<file path="src/rsc_pkg.sv">
package rsc_pkg;

    localparam int LETTERS     = 26;
    localparam int ROTOR_KINDS = 5;

    // A letter index, A = 0 up to Z = 25.
    typedef logic [4:0] letter_t;

    // Rotor selector, where codes above the last rotor mean a straight-through wheel.
    typedef logic [2:0] rotor_sel_t;

    // Register index on the configuration port.
    typedef logic [2:0] reg_index_t;

    localparam reg_index_t REG_MODE         = 3'd0;
    localparam reg_index_t REG_FIRST_ROTOR  = 3'd1;
    localparam reg_index_t REG_SECOND_ROTOR = 3'd2;
    localparam reg_index_t REG_THIRD_ROTOR  = 3'd3;
    localparam reg_index_t REG_START_SHIFT  = 3'd4;

    // Mode codes.
    localparam logic MODE_ENCODE = 1'b0;
    localparam logic MODE_DECODE = 1'b1;

    // Character codes used by the case folding and the letter test.
    localparam logic [7:0] CHAR_UPPER_A = 8'h41;
    localparam logic [7:0] CHAR_UPPER_Z = 8'h5A;
    localparam logic [7:0] CHAR_LOWER_A = 8'h61;
    localparam logic [7:0] CHAR_LOWER_Z = 8'h7A;
    localparam logic [7:0] CASE_OFFSET  = 8'h20;

    // Fixed rotor wirings, first character in the most significant byte.
    localparam logic [LETTERS*8-1:0] ROTOR_WIRING [ROTOR_KINDS] = '{
        "EKMFLGDQVZNTOWYHXUSPAIBRCJ",
        "AJDKSIRUXBLHWTMCQGZNPYFVOE",
        "BDFHJLCPRTXVZNYEIWGAKMUSQO",
        "ESOVPZJAYQUIRHXLNFTGKDCMWB",
        "VZBRGITYUPSDNHLXAWMJQOFECK"
    };

    // Configuration as seen by the datapath.
    typedef struct packed {
        logic       mode;
        rotor_sel_t first_rotor;
        rotor_sel_t second_rotor;
        rotor_sel_t third_rotor;
        letter_t    shift;
    } rsc_cfg_t;

    // Forward pass of one rotor.
    function automatic letter_t rotor_fwd(input rotor_sel_t sel, input letter_t p);
        letter_t    res;
        logic [7:0] wch;
        res = p;
        if (sel < rotor_sel_t'(ROTOR_KINDS)) begin
            for (int k = 0; k < LETTERS; k++) begin
                wch = ROTOR_WIRING[sel][8*(LETTERS-1-k) +: 8];
                if (p == letter_t'(k)) begin
                    res = letter_t'(wch - CHAR_UPPER_A);
                end
            end
        end
        return res;
    endfunction

    // Reverse pass of one rotor: the position whose wiring gives this letter.
    function automatic letter_t rotor_back(input rotor_sel_t sel, input letter_t c);
        letter_t    res;
        logic [7:0] wch;
        res = c;
        if (sel < rotor_sel_t'(ROTOR_KINDS)) begin
            for (int k = 0; k < LETTERS; k++) begin
                wch = ROTOR_WIRING[sel][8*(LETTERS-1-k) +: 8];
                if (letter_t'(wch - CHAR_UPPER_A) == c) begin
                    res = letter_t'(k);
                end
            end
        end
        return res;
    endfunction

    // Sum of two letter indices modulo 26.
    function automatic letter_t add_mod(input letter_t a, input letter_t b);
        logic [5:0] s;
        s = {1'b0, a} + {1'b0, b};
        if (s >= 6'(LETTERS)) begin
            s = s - 6'(LETTERS);
        end
        return s[4:0];
    endfunction

    // Difference of two letter indices modulo 26.
    function automatic letter_t sub_mod(input letter_t a, input letter_t b);
        logic [5:0] s;
        if (a >= b) begin
            s = {1'b0, a} - {1'b0, b};
        end
        else begin
            s = {1'b0, a} + 6'(LETTERS) - {1'b0, b};
        end
        return s[4:0];
    endfunction

endpackage

</file>
<file path="src/rsc_datapath.sv">
module rsc_datapath (
    input  rsc_pkg::rsc_cfg_t cfg,
    input  rsc_pkg::letter_t  count,
    input  logic [7:0]        char_in,
    output logic [7:0]        char_out,
    output logic              is_letter
);
    import rsc_pkg::*;

    logic [7:0] folded;
    letter_t    p;
    letter_t    off;
    letter_t    shifted;
    letter_t    enc_1;
    letter_t    enc_2;
    letter_t    enc_3;
    letter_t    dec_1;
    letter_t    dec_2;
    letter_t    dec_3;
    letter_t    result;

    // Fold lower case onto upper case and test for a letter.
    always_comb
    begin
        if (char_in >= CHAR_LOWER_A && char_in <= CHAR_LOWER_Z) begin
            folded = char_in - CASE_OFFSET;
        end
        else begin
            folded = char_in;
        end
        is_letter = (folded >= CHAR_UPPER_A) && (folded <= CHAR_UPPER_Z);
        p         = letter_t'(folded - CHAR_UPPER_A);
    end

    // The rotating offset combines the start shift with the letter count.
    assign off = add_mod(cfg.shift, count);

    // Encode: shift, then the three rotors in order.
    assign shifted = add_mod(p, off);
    assign enc_1   = rotor_fwd(cfg.first_rotor, shifted);
    assign enc_2   = rotor_fwd(cfg.second_rotor, enc_1);
    assign enc_3   = rotor_fwd(cfg.third_rotor, enc_2);

    // Decode: inverse rotors in reverse order, then remove the shift.
    assign dec_1 = rotor_back(cfg.third_rotor, p);
    assign dec_2 = rotor_back(cfg.second_rotor, dec_1);
    assign dec_3 = rotor_back(cfg.first_rotor, dec_2);

    assign result = (cfg.mode == MODE_DECODE) ? sub_mod(dec_3, off) : enc_3;

    // Letters leave as upper case; everything else passes unchanged.
    assign char_out = is_letter ? (CHAR_UPPER_A + {3'b000, result}) : folded;

endmodule

</file>
<file path="src/rotor_substitution_cipher.sv">
// Path: an accepted request is captured in the input register and then in the output
// register, from which it is offered on out_valid.
// Throughput: one character per cycle while the output side is not stalled; the input register and the output register
// form a two-entry pipeline, so input is taken into a free input register while a finished result waits.
// Reset: asynchronous, active low; clears both pipeline stages, the letter count and
// restores the configuration to encode with rotors 0, 1, 2 and no start shift.
module rotor_substitution_cipher (
    input  logic                clk,
    input  logic                rst_n,
    input  logic                cfg_write,
    input  rsc_pkg::reg_index_t cfg_index,
    input  logic [4:0]          cfg_data,
    input  logic                in_valid,
    output logic                in_ready,
    input  logic [7:0]          in_char,
    output logic                out_valid,
    input  logic                out_ready,
    output logic [7:0]          out_char
);
    import rsc_pkg::*;

    logic       mode_reg;
    rotor_sel_t first_rotor_reg;
    rotor_sel_t second_rotor_reg;
    rotor_sel_t third_rotor_reg;
    letter_t    shift_reg;
    letter_t    shift_next;
    letter_t    count_reg;
    letter_t    count_next;

    logic       stage_valid_reg;
    logic [7:0] stage_char_reg;
    logic       out_valid_reg;
    logic [7:0] out_char_reg;

    logic       in_accept;
    logic       stage_advance;
    rsc_cfg_t   cfg;
    logic [7:0] sub_char;
    logic       sub_letter;

    // Configuration registers; the start shift is kept already reduced modulo 26.
    assign shift_next = (cfg_data >= 5'(LETTERS)) ? cfg_data - 5'(LETTERS) : cfg_data;

    always_ff @(posedge clk or negedge rst_n)
    begin
        if (!rst_n) begin
            mode_reg         <= MODE_ENCODE;
            first_rotor_reg  <= 3'd0;
            second_rotor_reg <= 3'd1;
            third_rotor_reg  <= 3'd2;
            shift_reg        <= '0;
        end
        else if (cfg_write) begin
            case (cfg_index)
                REG_MODE:         mode_reg         <= cfg_data[0];
                REG_FIRST_ROTOR:  first_rotor_reg  <= cfg_data[2:0];
                REG_SECOND_ROTOR: second_rotor_reg <= cfg_data[2:0];
                REG_THIRD_ROTOR:  third_rotor_reg  <= cfg_data[2:0];
                REG_START_SHIFT:  shift_reg        <= shift_next;
                default:          ;
            endcase
        end
    end

    assign cfg = '{
        mode:         mode_reg,
        first_rotor:  first_rotor_reg,
        second_rotor: second_rotor_reg,
        third_rotor:  third_rotor_reg,
        shift:        shift_reg
    };

    // Flow control: the input stage moves on whenever the output register is free.
    assign stage_advance = !out_valid_reg || out_ready;
    assign in_ready      = !stage_valid_reg || stage_advance;
    assign in_accept     = in_valid && in_ready;

    // Input register.
    always_ff @(posedge clk or negedge rst_n)
    begin
        if (!rst_n) begin
            stage_valid_reg <= 1'b0;
        end
        else if (in_ready) begin
            stage_valid_reg <= in_valid;
        end
    end

    always_ff @(posedge clk)
    begin
        if (in_accept) begin
            stage_char_reg <= in_char;
        end
    end

    // Substitution for the character held in the input register.
    rsc_datapath u_datapath (
        .cfg       (cfg),
        .count     (count_reg),
        .char_in   (stage_char_reg),
        .char_out  (sub_char),
        .is_letter (sub_letter)
    );

    // Letter count steps once for each letter that leaves the input register.
    assign count_next = (count_reg == letter_t'(LETTERS - 1)) ? '0 : count_reg + 5'd1;

    always_ff @(posedge clk or negedge rst_n)
    begin
        if (!rst_n) begin
            count_reg     <= '0;
            out_valid_reg <= 1'b0;
        end
        else if (stage_advance) begin
            out_valid_reg <= stage_valid_reg;
            if (stage_valid_reg && sub_letter) begin
                count_reg <= count_next;
            end
        end
    end

    // Result register.
    always_ff @(posedge clk)
    begin
        if (stage_advance && stage_valid_reg) begin
            out_char_reg <= sub_char;
        end
    end

    assign out_valid = out_valid_reg;
    assign out_char  = out_char_reg;

endmodule

</file>
<file path="config.mk">
export PLATFORM = sky130hd
export DESIGN_NAME = rotor_substitution_cipher
export DESIGN_NICKNAME = d
export VERILOG_FILES = /design/src/rsc_pkg.sv /design/src/rsc_datapath.sv /design/src/rotor_substitution_cipher.sv
export SDC_FILE = /design/constraint.sdc
export NUM_CORES = 1
export LEC_CHECK = 0
export ABC_AREA = 1
export CAP_MARGIN = 30
export CORE_MARGIN = 8
export CORE_UTILIZATION = 40
export DETAILED_ROUTE_END_ITERATION = 7
export DONT_BUFFER_PORTS = 1
export GPL_ROUTABILITY_DRIVEN = 1
export SLEW_MARGIN = 10
export SYNTH_ARGS = -nofsm -noshare
export SYNTH_HDL_FRONTEND = slang
export SYNTH_HIERARCHICAL = 1
export SYNTH_SLANG_ARGS = --single-unit
</file>
<file path="constraint.sdc">
create_clock -name clk -period 14.04 [get_ports clk]
set_input_delay 3.51 -clock clk [delete_from_list [all_inputs] [get_ports clk]]
set_output_delay 3.51 -clock clk [all_outputs]
set_load 0.005 [all_outputs]
</file>
Yosys cells after proc, flatten, opt, wreduce, memory -nomap -nowiden
Memory sizes are Yosys's and may differ from the RTL's.
Cells that the tools add are included.
{"block": "word_totals", "regBits": 38, "romBits": 4992, "elab_cells": 473, "n_memories": 3}
{"block": "classes", "addsub": 90, "order_cmp": 14, "eq_ne": 158, "mux": 176, "bitwise": 3, "reduce_logical": 19}
{"memory": "(no name shown)", "depth": 8, "width": 208, "rd": 1, "rd_clocked_by_memory_dff": 0, "write_ports": 0, "line_no": "rsc_pkg.sv:57", "text": "wch = ROTOR_WIRING[sel][8*(LETTERS-1-k) +: 8];"}
{"memory": "(no name shown)", "depth": 8, "width": 208, "rd": 1, "rd_clocked_by_memory_dff": 0, "write_ports": 0, "line_no": "rsc_pkg.sv:57"}
{"memory": "(no name shown)", "depth": 8, "width": 208, "rd": 1, "rd_clocked_by_memory_dff": 0, "write_ports": 0, "line_no": "rsc_pkg.sv:57"}
{"op": "$mux W205", "n": 6}
{"op": "$mux W5", "n": 168}
{"op": "$sub A5 B1 Y5 const B", "n": 79}
{"op": "$eq A5 B5 Y1", "n": 78}
{"op": "$eq A5 B5 Y1 const B", "n": 31}
{"op": "$eq A5 B4 Y1 const B", "n": 24}
{"op": "$eq A5 B3 Y1 const B", "n": 12}
{"op": "$eq A5 B2 Y1 const B", "n": 6}
{"op": "$ge A8 B7 Y1 const B", "n": 2}
{"op": "$le A8 B7 Y1 const B", "n": 2}
{"op": "$mux W8", "n": 2}
{"op": "$eq A5 B1 Y1 const B", "n": 3}
{"op": "$logic_not A5 Y1", "n": 3}
{"op": "$sub A5 B5 Y5 const B", "n": 3}
{"op": "$add A5 B5 Y6", "n": 2}
{"op": "$ge A4 B4 Y1 const B", "n": 3}
{"op": "$ge A6 B5 Y1 const B", "n": 2}
{"op": "$not A3 Y4", "n": 3}
{"op": "$reduce_and A2 Y1", "n": 6}
{"op": "$sub A5 B5 Y5", "n": 2}
{"op": "$lt A3 B3 Y1 const B", "n": 3}
{"op": "$add A7 B5 Y8 const A", "n": 1}
{"op": "$sub A8 B6 Y8 const B", "n": 1}
{"op": "$eq A3 B2 Y1 const B", "n": 2}
{"op": "other kinds (10)", "n": 16}

Logic depth before layout (Yosys ltp)
{"block": "logic_depth", "depth_word": 95, "depth_mapped": 114}

Modules after synthesis
The synthesis kept the hierarchy.
{"mod": "rsc_datapath", "instances": 1, "cells_per_inst": 2575, "area_per_inst_um2": 14131.1}
{"mod": "rotor_substitution_cipher", "instances": 1, "cells_per_inst": 138, "area_per_inst_um2": 1529.0}

Worst setup path after synthesis
OpenSTA, ideal clock, no wires.
{"block": "synth_timing", "kind": "register -> register", "from": "register stage_char_reg[0]", "to": "register out_char_reg[4] (netlist: out_char[4]) (data pin)", "setup_time_ns": 0.253, "arrival_time_ns": 8.591, "required_time_ns": 13.787, "path_slack_ns": 5.196, "stages_incl_launch_ff": 57, "synth_period_minus_slack_ns": 8.844, "path_cell_list": "edfxtp_1 > buf_2 > inv_2 > clkbuf_1 > ha_1 > clkbuf_1 > clkinv_1 > xor2_1 > o21ai_0 > a2111oi_1 > nor2_1 > nand3_1 > o211ai_1 > o21ai_0 > buf_2 > buf_2 > xnor2_1 > o21ai_0 > [... 21 more ...] > a22oi_1 > inv_1 > ha_1 > a21oi_1 > o21ai_0 > a21oi_1 > nand2_1 > a21oi_1 > xor2_1 > nand2_1 > nand2_1 > inv_1 > ha_1 > a21boi_1 > nand2_1 > nand2_1 > nand3_1 > nand2_1"}
{"block": "synth_between", "elab_chain_cells": 94}
{"element": "start: declaration", "line_no": "rotor_substitution_cipher.sv:32", "text": "logic [7:0] stage_char_reg;"}
{"element": "start signal: assignment", "line_no": "rotor_substitution_cipher.sv:93", "text": "stage_char_reg <= in_char;"}
{"element": "$ge A8 B7 Y1 or $le A8 B7 Y1 (tied branches)", "line_no": "rsc_datapath.sv:25", "text": "if (char_in >= CHAR_LOWER_A && char_in <= CHAR_LOWER_Z) begin"}
{"element": "$logic_and A1 B1 Y1", "line_no": "rsc_datapath.sv:25"}
{"element": "$mux W8 *", "line_no": "rsc_datapath.sv:25"}
{"element": "$sub A5 B1 Y5", "line_no": "rsc_datapath.sv:32", "text": "p = letter_t'(folded - CHAR_UPPER_A);"}
{"element": "$eq A5 B5 Y1 or $add A5 B5 Y6 (tied branches)", "line_no": "rsc_pkg.sv:74, rsc_pkg.sv:85"}
{"element": "$mux W5 (tied with other cells)", "line_no": "rsc_pkg.sv:74", "text": "if (letter_t'(wch - CHAR_UPPER_A) == c) begin"}
{"element": "$mux W5 (on tied branches)", "line_no": "rsc_pkg.sv:74, rsc_pkg.sv:86"}
{"element": "$mux W5 or $logic_not A5 Y1 (tied branches)", "line_no": "rsc_pkg.sv:74, rsc_pkg.sv:58"}
{"element": "[... 79 more ...]"}
{"element": "$mux W5 (on tied branches)", "line_no": "rsc_pkg.sv:71, rsc_pkg.sv:58"}
{"element": "$add A5 B5 Y5 or $mux W5 (tied branches)", "line_no": "rsc_pkg.sv:99, rsc_pkg.sv:58"}
{"element": "$sub A5 B5 Y5 or $mux W5 (tied branches)", "line_no": "rsc_pkg.sv:99, rsc_pkg.sv:58"}
{"element": "$mux W5 (on tied branches)", "line_no": "rsc_pkg.sv:95, rsc_pkg.sv:55"}
{"element": "$mux W5", "line_no": "rsc_datapath.sv:49", "text": "assign result = (cfg.mode == MODE_DECODE) ? sub_mod(dec_3, off) : enc_3;"}
{"element": "$add A7 B5 Y8", "line_no": "rsc_datapath.sv:52", "text": "assign char_out = is_letter ? (CHAR_UPPER_A + {3'b000, result}) : folded;"}
{"element": "$mux W8 *", "line_no": "rsc_datapath.sv:52"}
{"element": "net sub_char[4]", "line_no": "rotor_substitution_cipher.sv:39", "text": "logic [7:0] sub_char;"}
{"element": "end signal: assignment", "line_no": "rotor_substitution_cipher.sv:127", "text": "out_char_reg <= sub_char;"}
{"element": "end: declaration", "line_no": "rotor_substitution_cipher.sv:34", "text": "logic [7:0] out_char_reg;"}
The timed path passes the listed nets; every way through them passes the cells marked *.
A chain may end at the register's enable or synchronous reset.

Final worst setup path
Same ends and word-level chain as after synthesis.

==> results.cfg <==
[sta]
fin_ws_ns = 1.84
hold_slack_ns = 0.498
fin_crit_sh = 0.869
tightest_slew_ns = 0.987
rsz0062_at_grt = false
period_needed_ns = 12.20
hold_viol = 0
slew_headroom = 0.342
maxClockFrequency_mhz = 82.0
slew_viol_final = 0
clock_skew_ns = 0.00317
setup_viol = 0
setup_tns_ns = 0

[grt]
grt_max_degree = 35
grt-ovfl-total = 0
antenna_found_initial = 0
grt_pass1_vias = 17493
grt_pass1_wl_mm = 99.1
grt_usage = 0.274

[yosys]
ys.flop_type = dfrtp_1
syn_nets = 2869
netlist_instances = 2713
synth_top_family_by_area = simple AND/OR/NAND/NOR gates
synth-seq-area-share = 0.0660
synthSimpleGateAreaFrac = 0.400
synth_edf_count = 16
ys_warn_count = 6
synth_mux_area_frac = 0
synth-compound-area-share = 0.147
synth_cell_types = 64
async_flop_share = 0.579
syn_area_um2 = 15700
avgSynthCellArea_um2 = 5.77
synthAdderAreaFrac = 0.110
synth-xor-area-share = 0.172
ys_seq_elements = 38

[cells_and_area]
area_growth_pct = 4.79
drive_gt1_frac = 0.0625
nets = 2843
n_antenna_cell = 0
fill_cells = 4333

[worst_setup_path]
crit_top_cell = nand2_1
arrival_ns = 12.24
cp_slowest_cell = edfxtp_1
cp.required_ns = 14.08
setup.worst_path.start_class = flip-flop
slowest_delay_ns = 1.00
crit_type = reg -> reg
endpoint_kind = flip-flop
crit_fanout = 26

[clock_tree]
cts_tree = built
clk_latency_ns = 0.28
cts.htree.levels = 2
cts_sinks = 38
post_cts_buffers = 0
clkSlewWorstSetupHoldPaths_ns = 0.06
clk_path_buf_depth = 2
hold_buffers = 0
root_buffer = clkbuf_16
cts-resized-gates = 0
cts_buffers = 5

[die]
rows = 72
die_x_um = 214
die_y_um = 214
core_um2 = 38600
ioPinCount = 31
dieArea_um2 = 45700
start_util = 0.405

[placed_design]
dp_hpwl_mm = 50.0
gp_congestion = 1.02
io_buffers = 0
pre_cts_ws_ns = 2.08

[status]
outcome = finished clean

[route]
drtIter0Drc = 1961
ant_nets = 0
wl_per_cell_um = 20.1
vias_per_cell = 5.75
firstDrtPassIters = 7
num_vias = 18421
route.detailed.drc = 0
totalWireLength_mm = 64.6

[min_path]
holdCritPathClass = reg -> reg

[flow_run]
max-cap-violations = 0
## worst max-delay path: cells and delay by family (launching register included)
kind,cells,cell delay (ns)
fa+ha+maj,3,0.96
buf+inv,11,3.38
xor+xnor,2,0.55
simple gates,20,2.26
flops,1,1.00
compound gates,22,3.75
## worst paths after layout
path	start	end	slack, ns	cells after the start
setup / recovery	stage_char_reg[0]	out_char[4]	1.84	58
hold / removal	shift_reg[0]	shift_reg[0]	0.50	2
setup reg to reg	stage_char_reg[0]	out_char[4]	1.84	58
hold reg to reg	shift_reg[0]	shift_reg[0]	0.50	2
max in group asynchronous	rst_n	third_rotor_reg[1]	10.94	0
min in group asynchronous	rst_n	shift_reg[1]	2.92	0
## metrics by stage
| step | instance area, um2 | std cells | util |
|---|---|---|---|
| 6_report | 16400 | 3206 | 0.425 |
| 5_1_grt | 16400 | 3206 | 0.425 |
| 4_1_cts | 16400 | 3204 | 0.424 |
| 3_5_place_dp | 16200 | 3196 | 0.420 |
| 3_3_place_gp | 16200 | 3196 | 0.420 |
| 2_1_floorplan | 15700 | 2713 | - |
## cell families (layout without fill, tap and decap cells)
family,after synthesis,count (layout)
and+or+nand+nor,1429,1429
buffers and inverters,422,397
adders and majority gates,135,135
AOI/OAI and AO/OA,383,383
xor gates and xnor gates,306,306
DFF,38,38
## cells in the final DEF, fill, tap and decap left out, types with 7 or more instances in the layout
cell,synthesis,layout
nand2_1,743,743
inv_1,310,310
nor2_1,287,287
xor2_1,218,218
nand3_1,173,173
a21oi_1,145,145
ha_1,130,130
o21ai_0,91,89
xnor2_1,87,87
nor3_1,63,63
nand4_1,51,51
inv_2,39,39
buf_4,3,25
nor2_2,23,23
o21ai_1,23,21
dfrtp_1,20,20
a211oi_1,19,19
o2111ai_1,18,18
nand2_2,17,17
edfxtp_1,16,16
o211ai_1,15,15
clkinv_1,14,14
nor4_1,13,13
a31oi_1,12,12
nor2_4,10,10
nand3b_1,10,10
nand2_4,10,10
or2_2,8,8
o221ai_1,8,8
o21ai_2,5,7
## cells in the mapped netlist, types with 19 or more instances
master | number | area (um2)
nor3_1 | 63 | 315
a21oi_1 | 145 | 726
dfrtp_1 | 20 | 500
o21ai_0 | 91 | 455
nand4_1 | 51 | 319
inv_2 | 39 | 146
xnor2_1 | 87 | 762
xor2_1 | 218 | 1910
nor2_1 | 287 | 1080
nand2_1 | 743 | 2790
nor2_2 | 23 | 144
o21ai_1 | 23 | 115
inv_1 | 310 | 1160
buf_2 | 37 | 185
ha_1 | 130 | 1630
nand3_1 | 173 | 866
a211oi_1 | 19 | 143
## layer usage
metal | GRT usage | part of all wire | vias to the layer above
met5 | 0 | 0 | -
met4 | 0.123 | 0.041 | 0
met3 | 0.0447 | 0.093 | 193
met2 | 0.431 | 0.44 | 980
met1 | 0.364 | 0.42 | 8489
li1 | - | - | 8759
## layout make-up
cell class / count / area (um2) / share of cell area
Timing Repair Buffer: 26 / 193 / 0.0117
Sequential cell: 38 / 1030 / 0.0630
Inverter: 363 / 1360 / 0.0830
Tap cell: 518 / 648 / 0.0395
Clock buffer: 8 / 158 / 0.00961
Multi-Input combinational cell: 2253 / 13000 / 0.793
Power is not shown: default switching activity piles up to over one toggle a cycle in this logic, so the estimate is an artifact.
